File: src/hw/rtl/mlr_pkg.sv
// ----------------------------------------------------------------------------
// mlr_pkg
// Shared types and codes for the midpoint line rasterizer.
// ----------------------------------------------------------------------------
package mlr_pkg;

    // request codes on req_type
    localparam logic REQ_START = 1'b0;
    localparam logic REQ_STEP  = 1'b1;

    // command control that travels with each queued word
    typedef struct packed {
        logic is_start;
        logic vertical;
    } t_cmd_ctl;

endpackage

File: src/hw/rtl/mlr_front.sv
// ----------------------------------------------------------------------------
// mlr_front
// Accepts requests, classifies them and works out the line setup for starts:
// major axis, scan order, start point, end of scan and the two spans.
// ----------------------------------------------------------------------------
module mlr_front #(
    parameter int COORD_BITS = 12
) (
    input  logic                  i_push,
    output logic                  o_full,
    input  logic                  i_req_type,
    input  logic [COORD_BITS-1:0] i_start_x,
    input  logic [COORD_BITS-1:0] i_start_y,
    input  logic [COORD_BITS-1:0] i_end_x,
    input  logic [COORD_BITS-1:0] i_end_y,
    input  logic [7:0]            i_line_color,
    input  logic                  i_q_full,
    output logic                  o_q_wr,
    output mlr_pkg::t_cmd_ctl     o_ctl,
    output logic [7:0]            o_color,
    output logic [COORD_BITS-1:0] o_ax,
    output logic [COORD_BITS-1:0] o_ay,
    output logic [COORD_BITS-1:0] o_major_end,
    output logic [COORD_BITS-1:0] o_dmaj,
    output logic [COORD_BITS:0]   o_dmin
);
    import mlr_pkg::*;

    logic [COORD_BITS:0] dx, dy, adx, ady;
    logic                vertical;
    logic                swap;

    always_comb begin
        dx  = {1'b0, i_end_x} - {1'b0, i_start_x};
        dy  = {1'b0, i_end_y} - {1'b0, i_start_y};
        adx = dx[COORD_BITS] ? -dx : dx;
        ady = dy[COORD_BITS] ? -dy : dy;
        // equal spans scan vertically
        vertical = !(adx > ady);
        swap     = vertical ? dy[COORD_BITS] : dx[COORD_BITS];

        o_ctl.is_start = (i_req_type == REQ_START);
        o_ctl.vertical = vertical;
        o_color        = i_line_color;
        o_ax           = swap ? i_end_x : i_start_x;
        o_ay           = swap ? i_end_y : i_start_y;
        if (vertical) begin
            o_major_end = swap ? i_start_y : i_end_y;
            o_dmaj      = ady[COORD_BITS-1:0];
            o_dmin      = swap ? -dx : dx;
        end else begin
            o_major_end = swap ? i_start_x : i_end_x;
            o_dmaj      = adx[COORD_BITS-1:0];
            o_dmin      = swap ? -dy : dy;
        end
    end

    assign o_full = i_q_full;
    assign o_q_wr = i_push && !i_q_full;

endmodule

File: src/hw/rtl/mlr_fifo.sv
// ----------------------------------------------------------------------------
// mlr_fifo
// Short command queue between the setup front and the scan back.
// ----------------------------------------------------------------------------
module mlr_fifo #(
    parameter int DATA_BITS = 8,
    parameter int DEPTH     = 4
) (
    input  logic                 i_clk,
    input  logic                 i_rst_n,
    input  logic                 i_wr,
    input  logic [DATA_BITS-1:0] i_data,
    output logic                 o_full,
    input  logic                 i_rd,
    output logic                 o_valid,
    output logic [DATA_BITS-1:0] o_data
);
    localparam int AW = $clog2(DEPTH);
    localparam int CW = $clog2(DEPTH + 1);

    logic [DATA_BITS-1:0] r_mem [DEPTH];
    logic [AW-1:0]        r_wptr, r_rptr, n_wptr, n_rptr;
    logic [CW-1:0]        r_count, n_count;
    logic                 do_rd;

    assign o_full  = (r_count == CW'(DEPTH));
    assign o_valid = (r_count != '0);
    assign o_data  = r_mem[r_rptr];
    assign do_rd   = i_rd && o_valid;

    // pointers wrap at the last entry so any depth works
    always_comb begin
        n_wptr  = !i_wr  ? r_wptr : ((r_wptr == AW'(DEPTH - 1)) ? '0 : r_wptr + 1'b1);
        n_rptr  = !do_rd ? r_rptr : ((r_rptr == AW'(DEPTH - 1)) ? '0 : r_rptr + 1'b1);
        n_count = r_count + CW'(i_wr) - CW'(do_rd);
    end

    always_ff @(posedge i_clk) begin
        if (!i_rst_n) begin
            r_wptr  <= '0;
            r_rptr  <= '0;
            r_count <= '0;
        end else begin
            r_wptr  <= n_wptr;
            r_rptr  <= n_rptr;
            r_count <= n_count;
        end
    end

    always_ff @(posedge i_clk) begin
        if (i_wr) begin
            r_mem[r_wptr] <= i_data;
        end
    end

endmodule

File: src/hw/rtl/mlr_back.sv
// ----------------------------------------------------------------------------
// mlr_back
// Scan engine: loads the decision terms on a start, walks one pixel per step
// and holds each pixel in an output register until it is taken.
// ----------------------------------------------------------------------------
module mlr_back #(
    parameter int COORD_BITS = 12
) (
    input  logic                  i_clk,
    input  logic                  i_rst_n,
    input  logic                  i_q_valid,
    output logic                  o_q_rd,
    input  mlr_pkg::t_cmd_ctl     i_ctl,
    input  logic [7:0]            i_color,
    input  logic [COORD_BITS-1:0] i_ax,
    input  logic [COORD_BITS-1:0] i_ay,
    input  logic [COORD_BITS-1:0] i_major_end,
    input  logic [COORD_BITS-1:0] i_dmaj,
    input  logic [COORD_BITS:0]   i_dmin,
    output logic                  o_empty,
    input  logic                  i_pop,
    output logic [COORD_BITS-1:0] o_pixel_x,
    output logic [COORD_BITS-1:0] o_pixel_y,
    output logic [7:0]            o_pixel_color,
    output logic                  o_last_pixel
);
    import mlr_pkg::*;

    localparam int DW = COORD_BITS + 3;

    logic                  r_active, n_active;
    logic                  r_out_valid, n_out_valid;
    logic [COORD_BITS-1:0] r_cx, n_cx, r_cy, n_cy, r_mend, n_mend;
    logic [DW-1:0]         r_dec, n_dec, r_sstr, n_sstr, r_sdiag, n_sdiag;
    logic                  r_vert, n_vert, r_fall, n_fall;
    logic [7:0]            r_color, n_color;
    logic [COORD_BITS-1:0] r_px, n_px, r_py, n_py;
    logic [7:0]            r_pc, n_pc;
    logic                  r_pl, n_pl;

    logic                  out_ready, take, emit, last, diag;
    logic [COORD_BITS-1:0] major, minor, major_nx, minor_nx;
    logic [DW-1:0]         dmin2, dmaj_e, dmaj2;

    always_comb begin
        out_ready = !r_out_valid || i_pop;
        // starts and idle steps need no output slot
        take      = i_q_valid && (i_ctl.is_start || !r_active || out_ready);
        emit      = take && !i_ctl.is_start && r_active;

        major = r_vert ? r_cy : r_cx;
        minor = r_vert ? r_cx : r_cy;
        last  = !(major < r_mend);
        diag  = r_fall ? (r_dec[DW-1] || (r_dec == '0))
                       : !(r_dec[DW-1] || (r_dec == '0));
        major_nx = major + 1'b1;
        minor_nx = !diag ? minor : (r_fall ? minor - 1'b1 : minor + 1'b1);

        dmin2  = {i_dmin[COORD_BITS], i_dmin, 1'b0};
        dmaj_e = {3'b000, i_dmaj};
        dmaj2  = {2'b00, i_dmaj, 1'b0};

        n_active    = r_active;
        n_out_valid = r_out_valid;
        n_cx        = r_cx;
        n_cy        = r_cy;
        n_mend      = r_mend;
        n_dec       = r_dec;
        n_sstr      = r_sstr;
        n_sdiag     = r_sdiag;
        n_vert      = r_vert;
        n_fall      = r_fall;
        n_color     = r_color;
        n_px        = r_px;
        n_py        = r_py;
        n_pc        = r_pc;
        n_pl        = r_pl;

        if (i_pop) begin
            n_out_valid = 1'b0;
        end

        if (take && i_ctl.is_start) begin
            n_active = 1'b1;
            n_cx     = i_ax;
            n_cy     = i_ay;
            n_mend   = i_major_end;
            n_vert   = i_ctl.vertical;
            n_fall   = i_dmin[COORD_BITS];
            n_color  = i_color;
            n_sstr   = dmin2;
            n_dec    = i_dmin[COORD_BITS] ? dmin2 + dmaj_e : dmin2 - dmaj_e;
            n_sdiag  = i_dmin[COORD_BITS] ? dmin2 + dmaj2  : dmin2 - dmaj2;
        end else if (emit) begin
            n_out_valid = 1'b1;
            n_px        = r_cx;
            n_py        = r_cy;
            n_pc        = r_color;
            n_pl        = last;
            if (last) begin
                n_active = 1'b0;
            end else begin
                n_dec = r_dec + (diag ? r_sdiag : r_sstr);
                n_cx  = r_vert ? minor_nx : major_nx;
                n_cy  = r_vert ? major_nx : minor_nx;
            end
        end
    end

    always_ff @(posedge i_clk) begin
        if (!i_rst_n) begin
            r_active    <= 1'b0;
            r_out_valid <= 1'b0;
        end else begin
            r_active    <= n_active;
            r_out_valid <= n_out_valid;
        end
    end

    always_ff @(posedge i_clk) begin
        r_cx    <= n_cx;
        r_cy    <= n_cy;
        r_mend  <= n_mend;
        r_dec   <= n_dec;
        r_sstr  <= n_sstr;
        r_sdiag <= n_sdiag;
        r_vert  <= n_vert;
        r_fall  <= n_fall;
        r_color <= n_color;
        r_px    <= n_px;
        r_py    <= n_py;
        r_pc    <= n_pc;
        r_pl    <= n_pl;
    end

    assign o_q_rd        = take;
    assign o_empty       = !r_out_valid;
    assign o_pixel_x     = r_px;
    assign o_pixel_y     = r_py;
    assign o_pixel_color = r_pc;
    assign o_last_pixel  = r_pl;

endmodule

File: src/hw/rtl/midpoint_line_rasterizer_top.sv
// Throughput: one request per cycle while full is low; each step on an active line
// yields one pixel, and a result that is not popped stalls the steps behind it.
// Path: a step's word is written into the command queue, the scan engine adds and
// compares while it waits there, and its pixel then loads into the pixel register.
// full is raised only while the command queue holds QUEUE_DEPTH words.
// Reset (synchronous, active low) empties the queue and output register.
// ----------------------------------------------------------------------------
// midpoint_line_rasterizer_top
// Midpoint line generator: setup front, command queue and scan back.
// ----------------------------------------------------------------------------
module midpoint_line_rasterizer_top #(
    parameter int COORD_BITS  = 12,
    parameter int QUEUE_DEPTH = 4
) (
    input  logic                  i_clk,
    input  logic                  i_rst_n,
    input  logic                  push,
    output logic                  full,
    input  logic                  i_req_type,
    input  logic [COORD_BITS-1:0] i_start_x,
    input  logic [COORD_BITS-1:0] i_start_y,
    input  logic [COORD_BITS-1:0] i_end_x,
    input  logic [COORD_BITS-1:0] i_end_y,
    input  logic [7:0]            i_line_color,
    output logic                  empty,
    input  logic                  pop,
    output logic [COORD_BITS-1:0] o_pixel_x,
    output logic [COORD_BITS-1:0] o_pixel_y,
    output logic [7:0]            o_pixel_color,
    output logic                  o_last_pixel
);
    import mlr_pkg::*;

    localparam int QW = $bits(t_cmd_ctl) + 8 + 5 * COORD_BITS + 1;

    logic                  q_wr, q_full, q_valid, q_rd;
    t_cmd_ctl              f_ctl, b_ctl;
    logic [7:0]            f_color, b_color;
    logic [COORD_BITS-1:0] f_ax, f_ay, f_mend, f_dmaj;
    logic [COORD_BITS-1:0] b_ax, b_ay, b_mend, b_dmaj;
    logic [COORD_BITS:0]   f_dmin, b_dmin;
    logic [QW-1:0]         q_wdata, q_rdata;

    mlr_front #(.COORD_BITS(COORD_BITS)) u_front (
        .i_push       (push),
        .o_full       (full),
        .i_req_type   (i_req_type),
        .i_start_x    (i_start_x),
        .i_start_y    (i_start_y),
        .i_end_x      (i_end_x),
        .i_end_y      (i_end_y),
        .i_line_color (i_line_color),
        .i_q_full     (q_full),
        .o_q_wr       (q_wr),
        .o_ctl        (f_ctl),
        .o_color      (f_color),
        .o_ax         (f_ax),
        .o_ay         (f_ay),
        .o_major_end  (f_mend),
        .o_dmaj       (f_dmaj),
        .o_dmin       (f_dmin)
    );

    assign q_wdata = {f_ctl, f_color, f_ax, f_ay, f_mend, f_dmaj, f_dmin};
    assign {b_ctl, b_color, b_ax, b_ay, b_mend, b_dmaj, b_dmin} = q_rdata;

    mlr_fifo #(.DATA_BITS(QW), .DEPTH(QUEUE_DEPTH)) u_queue (
        .i_clk   (i_clk),
        .i_rst_n (i_rst_n),
        .i_wr    (q_wr),
        .i_data  (q_wdata),
        .o_full  (q_full),
        .i_rd    (q_rd),
        .o_valid (q_valid),
        .o_data  (q_rdata)
    );

    mlr_back #(.COORD_BITS(COORD_BITS)) u_back (
        .i_clk         (i_clk),
        .i_rst_n       (i_rst_n),
        .i_q_valid     (q_valid),
        .o_q_rd        (q_rd),
        .i_ctl         (b_ctl),
        .i_color       (b_color),
        .i_ax          (b_ax),
        .i_ay          (b_ay),
        .i_major_end   (b_mend),
        .i_dmaj        (b_dmaj),
        .i_dmin        (b_dmin),
        .o_empty       (empty),
        .i_pop         (pop),
        .o_pixel_x     (o_pixel_x),
        .o_pixel_y     (o_pixel_y),
        .o_pixel_color (o_pixel_color),
        .o_last_pixel  (o_last_pixel)
    );

endmodule

File: config.mk
export PLATFORM = sky130hd
export DESIGN_NAME = midpoint_line_rasterizer_top
export DESIGN_NICKNAME = d
export VERILOG_FILES = /design/src/hw/rtl/mlr_pkg.sv /design/src/hw/rtl/mlr_front.sv /design/src/hw/rtl/mlr_fifo.sv /design/src/hw/rtl/mlr_back.sv /design/src/hw/rtl/midpoint_line_rasterizer_top.sv
export SDC_FILE = /design/constraint.sdc
export NUM_CORES = 1
export LEC_CHECK = 0
export ABC_CLOCK_PERIOD_IN_PS = 6200
export BUFFER_PORTS_ARGS = -buffer_cell sky130_fd_sc_hd__buf_2
export CAP_MARGIN = 10
export CORE_MARGIN = 10
export CORE_UTILIZATION = 30
export CTS_BUF_LIST = sky130_fd_sc_hd__clkbuf_4 sky130_fd_sc_hd__clkbuf_8 sky130_fd_sc_hd__clkbuf_16
export CTS_CLUSTER_SIZE = 25
export DETAILED_ROUTE_END_ITERATION = 8
export PLACE_DENSITY_LB_ADDON = 0.1
export SLEW_MARGIN = 10
export SYNTH_ARGS = -nofsm -noshare
export SYNTH_HDL_FRONTEND = slang
export SYNTH_SLANG_ARGS = --single-unit
File: constraint.sdc
create_clock -name i_clk -period 6.2 [get_ports i_clk]
set_input_delay 0 -clock i_clk [delete_from_list [all_inputs] [get_ports i_clk]]
set_output_delay 0 -clock i_clk [all_outputs]
set_load 0.05 [all_outputs]
# After elaboration in Yosys (flattened, before gate mapping)
# Memories as Yosys holds them, arrays and structs flattened. A register that Yosys moved wholly into a read port is not among the register bits.
# Index checks and enable logic that the tools add are counted.
[totals]
out_inout_bits = 35
inputBits = 61
ramBits = 284
n_memories = 1
elab_cells = 110
regBits = 131
[mem_list]
columns = ["memory", "depth", "word_bits", "read_ports", "rd_clocked_by_memory_dff", "write_ports", "line_no", "source"]
rows = [
  ["u_queue.r_mem", 4, 71, 1, 1, 1, "mlr_fifo.sv:21", "logic [DATA_BITS-1:0] r_mem [DEPTH];"],
]
[op_classes]
n_addsub = 16
reduce_logical = 24
n_eq_ne = 4
magnitude_cmp = 2
bitwise = 2
muxes = 43
[ops]
columns = ["cell", "count"]
rows = [
  ["$mux W12", 18],
  ["$mux W15", 6],
  ["$mux W13", 5],
  ["$neg A13 Y13", 2],
  ["$sub A12 B12 Y13", 2],
  ["$add A12 B1 Y12 const B", 2],
  ["$add A14 B13 Y15", 1],
  ["$add A14 B14 Y15", 1],
  ["$add A15 B15 Y15", 1],
  ["$logic_not A15 Y1", 1],
  ["$sub A14 B13 Y15", 1],
  ["$sub A14 B14 Y15", 1],
  ["$gt A13 B13 Y1", 1],
  ["$lt A12 B12 Y1", 1],
  ["$sub A12 B1 Y12 const B", 1],
  ["$mux W1", 10],
  ["$mux W2", 4],
  ["$logic_not A1 Y1", 7],
  ["$logic_and A1 B1 Y1", 6],
  ["$reduce_and A2 Y1", 3],
  ["$add A2 B1 Y2 const B", 2],
  ["$eq A2 B2 Y1 const B", 2],
  ["$logic_or A1 B1 Y1", 4],
  ["$reduce_bool A2 Y1", 2],
  ["6 further kinds", 7],
]

# Longest topological paths before layout
# Gate-level depths: netlist of the first run.
[logic_depth]
depth_word = 9
ltp_mapped = 25

# By module
# A second synthesis of the first run with hierarchy kept.
[unflattened]
hier_cells = 1813
area_unflattened_um2 = 23055.9
[modules_own_cells]
columns = ["module", "area_per_inst_um2", "seq_area_each_um2", "cells_per_inst", "n_inst"]
rows = [
  ["mlr_fifo", 10812.9, 8708.4, 417, 1],
  ["mlr_back", 8717.1, 3643.5, 855, 1],
  ["mlr_front", 3525.9, 0.0, 541, 1],
]

# Least setup slack after synthesis of the first run
# OpenSTA, ideal clock, no wires.
[synth_path]
path_type = "register -> register"
startpoint = "reg u_back.r_vert"
endpoint = "reg u_back.r_cx[0], enable pin"
path_buffers = 3
t_arrival_ns = 5.215
synth_period_minus_slack_ns = 5.701
setup_slack_ns = 0.499
setup_time_ns = 0.486
path_stages_with_launch = 12
path_cell_list = "edfxtp_1 -> buf_2 -> buf_2 -> buf_1 -> a21o_1 -> ha_1 -> a2111oi_0 -> o21ai_0 -> o2111ai_1 -> a21oi_1 -> a211o_1 -> o21ai_0"
[synth_via]
elab_chain_cells = 4
[synth_rtl]
columns = ["item", "line_no", "source"]
rows = [
  ["from (decl)", "mlr_back.sv:35", "logic r_vert, n_vert, r_fall, n_fall;"],
  ["from (signal assigned)", "mlr_back.sv:127", "r_vert <= n_vert;"],
  ["$mux W12", "mlr_back.sv:51", "major = r_vert ? r_cy : r_cx;"],
  ["$lt A12 B12 Y1", "mlr_back.sv:53", "last = !(major < r_mend);"],
  ["$reduce_bool A2 Y1 (no source line)", "-", ""],
  ["$reduce_and A2 Y1 (no source line)", "-", ""],
  ["to (signal assigned)", "mlr_back.sv:121", "r_cx <= n_cx;"],
  ["to (decl)", "mlr_back.sv:33", "logic [COORD_BITS-1:0] r_cx, n_cx, r_cy, n_cy, r_mend, n_mend;"],
]
# Every way passes these cells.
# A chain may end at the register's enable or synchronous reset.

# Final worst setup path of the first run
[layout_path]
startpoint = "in i_end_x[0]"
endpoint = "mem u_queue.r_mem[3][40] (netlist name), data pin"
[layout_via]
elab_chain_cells = 6
[layout_rtl]
columns = ["item", "line_no", "source"]
rows = [
  ["from (decl)", "midpoint_line_rasterizer_top.sv:22", "input logic [COORD_BITS-1:0] i_end_x,"],
  ["$sub A12 B12 Y13 (*)", "mlr_front.sv:34", "dx = {1'b0, i_end_x} - {1'b0, i_start_x};"],
  ["$neg A13 Y13", "mlr_front.sv:36", "adx = dx[COORD_BITS] ? -dx : dx;"],
  ["$mux W13", "mlr_front.sv:36", ""],
  ["$gt A13 B13 Y1", "mlr_front.sv:39", "vertical = !(adx > ady);"],
  ["$mux W1 (*)", "mlr_front.sv:40", "swap = vertical ? dy[COORD_BITS] : dx[COORD_BITS];"],
  ["$mux W12 (*)", "mlr_front.sv:46", "o_ay = swap ? i_end_y : i_start_y;"],
  ["via f_ay[3]", "midpoint_line_rasterizer_top.sv:39", "logic [COORD_BITS-1:0] f_ax, f_ay, f_mend, f_dmaj;"],
  ["to (decl)", "mlr_fifo.sv:21", ""],
]
# Mark *: on every way through the listed nets, which the timed path passes. The rest lies on a longest branch.

==> summary.txt, run 1 <==
Logic synthesis
  • Post-Syn Area: 0.0220 mm2
  • Post-Synth Adder-Cell Area: 7.52%
  • Largest family of logic cells by synthesized area: multiplexers
  • Mapped Cells: 1,686
  • Post-synth cell types: 79
  • Net Count, Synth: 1,873
  • Post-synth ARST share: 0%
  • Number of flops mapped to enable cells by yosys: 404
  • FF+latch count, synth: 415
  • Top FF cell, synth: edfxtp_1
  • Mux contribution to synthesized area: 11.1%
  • Post-synthesis sequential area ratio: 56.1%
  • Synth Area in XOR/XNOR: 5.04%
  • Synth Warn #: 0
  • Avg Cell Area, Syn: 13.1 um2
  • Synth Area in Compound Gates: 9.05%
  • Simple-gate share of the synthesized area: 8.26%

Finish
  • N_diodes: 0
  • Layout cells sized above 1: 17.7%
  • Synth-to-layout area growth: 17.6%
  • Final core occ: 35.6%
  • FILL cells: 7,135
  • Nets@finish: 2,050

Min path
  • Hold Path Depth: 3
  • Hold endpoint: u_queue.r_mem[3][34]$_DFFE_PP_
  • Worst hold path class: input pin to register
  • Hold Crit Start: i_end_x[9]

STA
  • Relative slew slack: 26.3%
  • Clock skew: 0.0197 ns
  • Crit path time final: 5.78 ns
  • Setup TNS: 0 ns
  • Worst slew pin tran: 1.10 ns
  • RSZ-0062 raised after global routing: false
  • Period utilisation layout: 93.2%
  • Slew Viols, Final: 0
  • Max Freq: 173 MHz
  • Hold Vio Cnt, Final: 0
  • Final setup viols: 0

Die
  • Die X: 291 um
  • # IOs: 96
  • Starting density of the core: 30.2%
  • Die height: 291 um
  • Die area: 0.0847 mm2
  • Cell row count: 99
  • Core footprint: 0.0728 mm2

Clock tree
  • Clk slew on worst S/H paths: 0.06 ns
  • Root Buffer: clkbuf_16
  • Htree depth: 2
  • Clock buffer depth: 3
  • CTS Buf Count: 48
  • Clock sinks: 415
  • Skew-Pair Late Insertion Delay: 0.59 ns
  • Post-CTS setup buffer count: 0
  • TritonCTS clock tree: done

Flow run
  • Maxcap violations: 0

Route
  • Met2 WL: 27,300 um
  • Top sig layer: met4
  • Total number of vias: 13.9k
  • Met3 WL: 2460 um
  • Detail-routed via count per cell: 4.85
  • Detailed Routing Iterations Pass 1: 5
  • Routed wire length per instance: 21.2 um
  • Number of DRC markers in iteration 0: 806
  • Met1 Routed Length: 29,700 um
  • Residual DRC count: 0
  • Final ANT Viol Nets: 0
  • Post-Route WL: 60,700 um

GRT
  • First-pass GRT wire length: 91,500 um
  • Vias in the first global route: 14.4k
  • Total grt overflow: 0
  • Largest net degree at the start of global routing: 56
  • Initial antenna violation count: 3
  • All-layer global routing usage: 14.1%

Critical path
  • Critical path data required time: 6.50 ns
  • CP Max Fanout: 15
  • Critical R2R Launch: u_back.r_dec[2]$_DFFE_PP_
  • CP arrival: 6.08 ns
  • FF-to-FF setup slack: 1.32 ns
  • Worst R2R End: u_back.r_dec[13]$_DFFE_PP_
  • CP endpoint kind: register
  • Startpoint types: input pin
  • R2R cell count: 17
  • CP Class: input pin to register

Power
  • Pwr per Cell Area: 626 mW/mm2
  • P_leak: 0.00966 uW
  • Max IR drop VDD: 0.228 mV

Placement
  • IO Port Bufs: 95
  • Post-DP HPWL: 43,900 um
  • Placer Congestion: 0.843

Status
  • Status: complete, no violations
==> final cells by class <==
cell class	instances	area [um2]	share of cell area, %
Multi-Input combinational cell	1108	9070	35.0
Tap cell	959	1200	4.63
Inverter	102	384	1.48
Clock buffer	62	1340	5.18
Sequential cell	415	12400	47.7
Timing Repair Buffer	188	1340	5.16
Clock inverter	24	224	0.864
==> report_power, final <==
group          total (uW)  internal (uW)  switching [uW]
clock                2800           1690            1120
sequential           4930           4540             392
combinational        8500           3430            5070
total               16200           9660            6580
==> synthesized netlist by cell type, types with 6 or more instances <==
| cell | n | area share [%] |
|---|---|---|
| a31oi_1 | 21 | 0.60 |
| nand3b_1 | 6 | 0.20 |
| mux2i_1 | 43 | 2.0 |
| xnor2_1 | 57 | 2.3 |
| fa_1 | 8 | 0.73 |
| o21bai_1 | 7 | 0.24 |
| xor2_1 | 66 | 2.6 |
| a211oi_1 | 17 | 0.58 |
| buf_2 | 18 | 0.41 |
| o21a_1 | 14 | 0.48 |
| nand2_1 | 153 | 2.6 |
| mux4_2 | 69 | 7.1 |
| nand2b_1 | 15 | 0.43 |
| and3_1 | 6 | 0.17 |
| and2_1 | 14 | 0.40 |
| a21oi_1 | 93 | 2.1 |
| nand4_1 | 8 | 0.23 |
| nor2_1 | 94 | 1.6 |
| nand3_1 | 18 | 0.41 |
| edfxtp_1 | 404 | 55 |
| o21ai_0 | 70 | 1.6 |
| a21o_1 | 27 | 0.92 |
| o211ai_1 | 9 | 0.31 |
| inv_1 | 98 | 1.7 |
| dfxtp_1 | 11 | 1.0 |
| ha_1 | 118 | 6.7 |
| or3_1 | 8 | 0.23 |
| mux2_1 | 7 | 0.36 |
| nor3_1 | 23 | 0.52 |
| nor2b_1 | 24 | 0.68 |
| mux2_2 | 33 | 1.7 |
| clkbuf_1 | 31 | 0.53 |
==> logic make-up (layout without fill, tap and decap cells) <==
logic type | count (synthesis) | in the layout
buf+inv | 163 | 376
xor+xnor | 125 | 125
simple gates | 390 | 390
mux | 152 | 152
fa+ha+maj | 128 | 128
compound gates | 313 | 313
flops | 415 | 415
==> sequential cells by signal (all words and copies together) (netlist names), 2 cells and up, named ones only <==
signal,cells
u_back.r_sstr,12
u_back.o_pixel_y,12
u_queue.r_wptr,2
u_back.o_pixel_x,12
u_back.r_cy,12
u_back.r_color,8
u_queue.r_count,3
u_back.r_mend,12
u_queue.r_mem,284
u_queue.r_rptr,2
u_back.o_pixel_color,8
u_back.r_dec,15
u_back.r_sdiag,14
u_back.r_cx,12
==> stage by stage <==
step                      std cells  setup WS, ns  power, uW  hold slack, ns  cell area (um2)
after floorplan                1686         0.499      11000          0.0989            22000
final                          2858         0.419      16200          0.0379            25900
after detailed placement       2708         0.777      13500           0.229            23700
after global placement         2708         0.749      13400           0.221            23700
after CTS                      2858         0.368      16500         0.00139            25900
after global routing           2858        0.0619      17600          0.0521            25900
==> critical path, stage by stage <==
cell and delay, ns:
dlygate4sd3_1 0.52, buf_2 0.13, inv_1 0.05, ha_1 0.20, fa_1 0.41, nand2b_1 0.23
a21oi_1 0.18, xor2_1 0.54, nor3_1 0.22, and2_1 0.23, nor2_1 0.12, xor2_1 0.22
inv_1 0.07, ha_1 0.31, a21o_1 0.16, a21o_1 0.17, a21oi_1 0.14, nor2_1 0.05
a211oi_1 0.40, a32oi_4 0.12, o21ai_4 0.35, buf_6 0.27, mux2_2 0.37, dlygate4sd3_1 0.62
==> routing by layer <==
| metal | vias up | global-route usage [%] |
|---|---|---|
| met5 | - | 0 |
| met4 | 0 | 3.76 |
| met3 | 74 | 2.30 |
| met1 | 6848 | 19.8 |
| li1 | 6690 | - |
| met2 | 247 | 22.1 |
==> worst max-delay path by stage <==
stage	startpoint	endpoint	slack, ns	cells past startpoint
3_3_place_gp	i_start_x[1]	u_queue.r_mem[0][33]$_DFFE_PP_	0.75	21
4_1_cts	i_start_x[1]	u_queue.r_mem[3][41]$_DFFE_PP_	0.37	22
5_1_grt	i_end_y[0]	u_queue.r_mem[3][41]$_DFFE_PP_	0.06	25
2_1_floorplan	u_back.r_vert$_DFFE_PP_	u_back.r_cx[0]$_DFFE_PP_	0.50	11
3_5_place_dp	i_start_x[1]	u_queue.r_mem[0][33]$_DFFE_PP_	0.78	21
6_report	i_end_x[0]	u_queue.r_mem[3][40]$_DFFE_PP_	0.42	24
==> cell usage in the layout (no fill, tap or decap), drive strengths merged, types with 11 or more instances in the layout <==
| cell | netlist | layout |
|---|---|---|
| buf | 29 | 124 |
| clkinv | 1 | 20 |
| nand2 | 153 | 153 |
| xnor2 | 59 | 59 |
| o21ai | 77 | 77 |
| nand3 | 18 | 18 |
| dlygate4sd3 | 0 | 64 |
| mux4 | 69 | 69 |
| clkbuf | 32 | 62 |
| o21a | 14 | 14 |
| inv | 101 | 102 |
| dfxtp | 11 | 11 |
| xor2 | 66 | 66 |
| mux2 | 40 | 40 |
| a21o | 27 | 27 |
| edfxtp | 404 | 404 |
| a31oi | 21 | 21 |
| ha | 118 | 118 |
| mux2i | 43 | 43 |
| nor3 | 24 | 24 |
| and2 | 15 | 15 |
| a211oi | 17 | 17 |
| nor2b | 24 | 24 |
| nor2 | 94 | 94 |
| nand2b | 15 | 15 |
| a21oi | 93 | 93 |
==> what timing repair did <==
item                                    in CTS  in global routing
resized for setup                            0                  2
endpoints found under the setup margin       0                 16
endpoints found under the hold margin      171                  0
hold buffers                                64                  0
No activity file was read; power rests on OpenSTA's default activity.
==> inputs of run 2 (changes only) <==
- CTS_BUF_LIST: sky130_fd_sc_hd__clkbuf_4 sky130_fd_sc_hd__clkbuf_8 sky130_fd_sc_hd__clkbuf_16 -> sky130_fd_sc_hd__clkbuf_16
==> run 2 against run 1 <==
Critical path depth did not move. Critical path type unchanged. Power fell by 0.48%. Combinational power barely moved. Cell area fell by 0.17%. Largest cell class unchanged. Global-route usage barely moved. Non-clock buffer count did not move. Fmax barely moved. Final cell count did not move. Setup slack improved by 0.0032 ns. Register-to-register slack barely moved. Via count barely moved. Largest power group unchanged. Clock skew fell by 0.00066 ns.
==> summary.txt, run 2 (same netlist as run 1, synthesis figures left out) <==
STA
  • Hold Vio Cnt, Final: 0 (unchanged)
  • Clock skew: 0.0190 ns (-0.000665 ns)
  • Worst slew pin tran: 1.10 ns (-0.00182 ns)
  • RSZ-0062 raised after global routing: false
  • Final setup viols: 0 (unchanged)
  • Max Freq: 173 MHz (about the same)
  • Period utilisation layout: 93.2% (about the same)
  • Setup TNS: 0 ns (unchanged)
  • Slew Viols, Final: 0 (unchanged)
  • Crit path time final: 5.78 ns (-0.00319 ns)
  • Relative slew slack: 26.5% (+0.12 points)

Finish
  • Most frequent cells in the layout: 404 x edfxtp_1, 153 x nand2_1, 118 x ha_1
  • N_diodes: 0 (unchanged)
  • Max FFs per register: 284 (unchanged)
  • Top reg by flops: u_queue.r_mem
  • Biggest regs: u_queue.r_mem (284), u_back.r_dec (15), u_back.r_sdiag (14)
  • Synth-to-layout area growth: 17.4%
  • Nets@finish: 2,050 (unchanged)
  • Design area: 0.0259 mm2 (-0.17%)
  • Layout cells sized above 1: 17.1% (-0.63 points)
  • Commonest non-fill, non-tap cell in the layout: edfxtp_1

Placement
  • IO Port Bufs: 95 (unchanged)
  • Placer Congestion: 0.843 (unchanged)
  • Post-DP HPWL: 43,900 um (unchanged)
  • Placed instance area: 0.0237 mm2 (unchanged)

GRT
  • First-pass GRT wire length: 91,500 um (about the same)
  • All-layer global routing usage: 14.1% (about the same)
  • Vias in the first global route: 14.4k (unchanged)
  • Total grt overflow: 0 (unchanged)
  • Initial antenna violation count: 3 (unchanged)
  • Largest net degree at the start of global routing: 56 (unchanged)

Die
  • Die area: 0.0847 mm2 (unchanged)
  • Cell row count: 99 (unchanged)
  • Core footprint: 0.0728 mm2 (unchanged)
  • # IOs: 96 (unchanged)
  • Die height: 291 um (unchanged)
  • Starting density of the core: 30.2% (unchanged)
  • Die X: 291 um (unchanged)

Critical path
  • CP endpoint kind: register
  • CP Max Fanout: 15 (unchanged)
  • CP max stage cell: dlygate4sd3_1
  • CP delay by family, top: buffers and inverters
  • Startpoint types: input pin
  • CP Class: input pin to register
  • Crit-path cells: dlygate4sd3_1, buf_2, inv_1, ha_1, fa_1, nand2b_1, a21oi_1, xor2_1, nor3_1, and2_1, nor2_1, xor2_1, inv_1, ha_1, a21o_1, a21o_1, a21oi_1, nor2_1, a211oi_1, a32oi_4, o21ai_4, buf_6, mux2_2, dlygate4sd3_1
  • Critical path data required time: 6.50 ns (about the same)
  • Sum of buffers and inverters on the critical path: 6 (unchanged)
  • CP arrival: 6.08 ns (about the same)
  • Max stage delay on crit path: 0.61 ns (about the same)

Clock tree
  • Clock buffer depth: 3 (unchanged)
  • CTS Buf Count: 48 (unchanged)
  • Clk slew on worst S/H paths: 0.06 ns (about the same)
  • Clock sinks: 415 (unchanged)
  • TritonCTS clock tree: done
  • Htree depth: 2 (unchanged)
  • Root Buffer: clkbuf_16
  • Skew-Pair Late Insertion Delay: 0.58 ns (about the same)

Power
  • P_leak: 0.00967 uW (about the same)
  • Flop pwr share: 30.5% (about the same)
  • Clock power share: 16.9% (-0.4 points)
  • Switching Power: 6570 uW (about the same)
  • Int Pwr: 9580 uW (-0.75%)
  • Max IR drop VDD: 0.228 mV (-0.20%)
  • Comb power frac: 52.6% (+0.2 points)
  • Pwr per Cell Area: 625 mW/mm2 (-0.30%)
  • Sw Ratio: 40.7% (+0.17 points)

Route
  • Residual DRC count: 0 (unchanged)
  • Routed wire length per instance: 21.2 um (-0.15%)
  • Detailed Routing Iterations Pass 1: 4 (-1)
  • Number of DRC markers in iteration 0: 800 (-0.74%)
  • Final ANT Viol Nets: 0 (unchanged)
  • Total number of vias: 13.9k (-0.051%)
  • Detail-routed via count per cell: 4.85 (about the same)
  • Post-Route WL: 60,600 um (-0.15%)

Status
  • Status: complete, no violations

Min path
  • Worst hold path class: input pin to register

Flow run
  • Maxcap violations: 0 (unchanged)
## run 2: per-layer routing
layer	vias to the layer above	global-route usage, %	wire length, um
li1	6691	-	-
met1	6832	19.8	29600
met2	255	22.1	27300
met3	74	2.30	2440
met4	0	3.76	1280
met5	-	0	0
## run 2: power groups by stage
stage          clock network [uW]  logic (uW)  registers [uW]
2_1_floorplan                   0        6110            4900
3_3_place_gp                    0        8420            4990
3_5_place_dp                    0        8450            5000
4_1_cts                      2840        8610            4950
5_1_grt                      2950        9530            5020
6_report                     2730        8500            4930
## run 2: worst paths after layout
kind	from	to	slack [ns]	cells past startpoint
worst max-delay path	i_end_x[0]	u_queue.r_mem[3][40]$_DFFE_PP_	0.42	24
worst min register to register	u_back.r_color[4]$_DFFE_PP_	u_back.o_pixel_color[4]$_DFFE_PP_	0.42	0
worst min-delay path	i_end_x[9]	u_queue.r_mem[1][34]$_DFFE_PP_	0.04	3
worst max register to register	u_back.r_dec[2]$_DFFE_PP_	u_back.r_dec[13]$_DFFE_PP_	1.32	17
## run 2: cell type report
class	count	area (um2)
Fill cell	7140	47000
Inverter	102	384
Clock inverter	36	269
Tap cell	959	1200
Sequential cell	415	12400
Timing Repair Buffer	188	1340
Clock buffer	50	1250
Multi-Input combinational cell	1108	9070
## run 2: repair_timing
action,4_1_cts,5_1_grt
resized for setup,0,2
hold endpoints to repair,171,0
buffers inserted,0,0
hold buffers,64,0
endpoints found under the setup margin,0,16
## run 2: worst reg2reg max path, delay by kind of cell, from the launching register on
family	cells	cell delay [ns]
AOI/OAI and AO/OA	9	1.86
xor gates and xnor gates	1	0.23
adders and majority gates	2	0.62
DFF	1	0.45
and+or+nand+nor	5	1.42
## run 2: through the flow
stage	std cells	hold slack [ns]	total power, uW	worst slack, ns	utilization [%]
final	2858	0.0382	16200	0.423	35.5
after global routing	2858	0.0520	17500	0.0621	35.5
after CTS	2858	0.00139	16400	0.368	35.5
after detailed placement	2708	0.229	13500	0.777	32.5
after global placement	2708	0.221	13400	0.749	32.5
after floorplan	1686	0.0989	11000	0.499	-
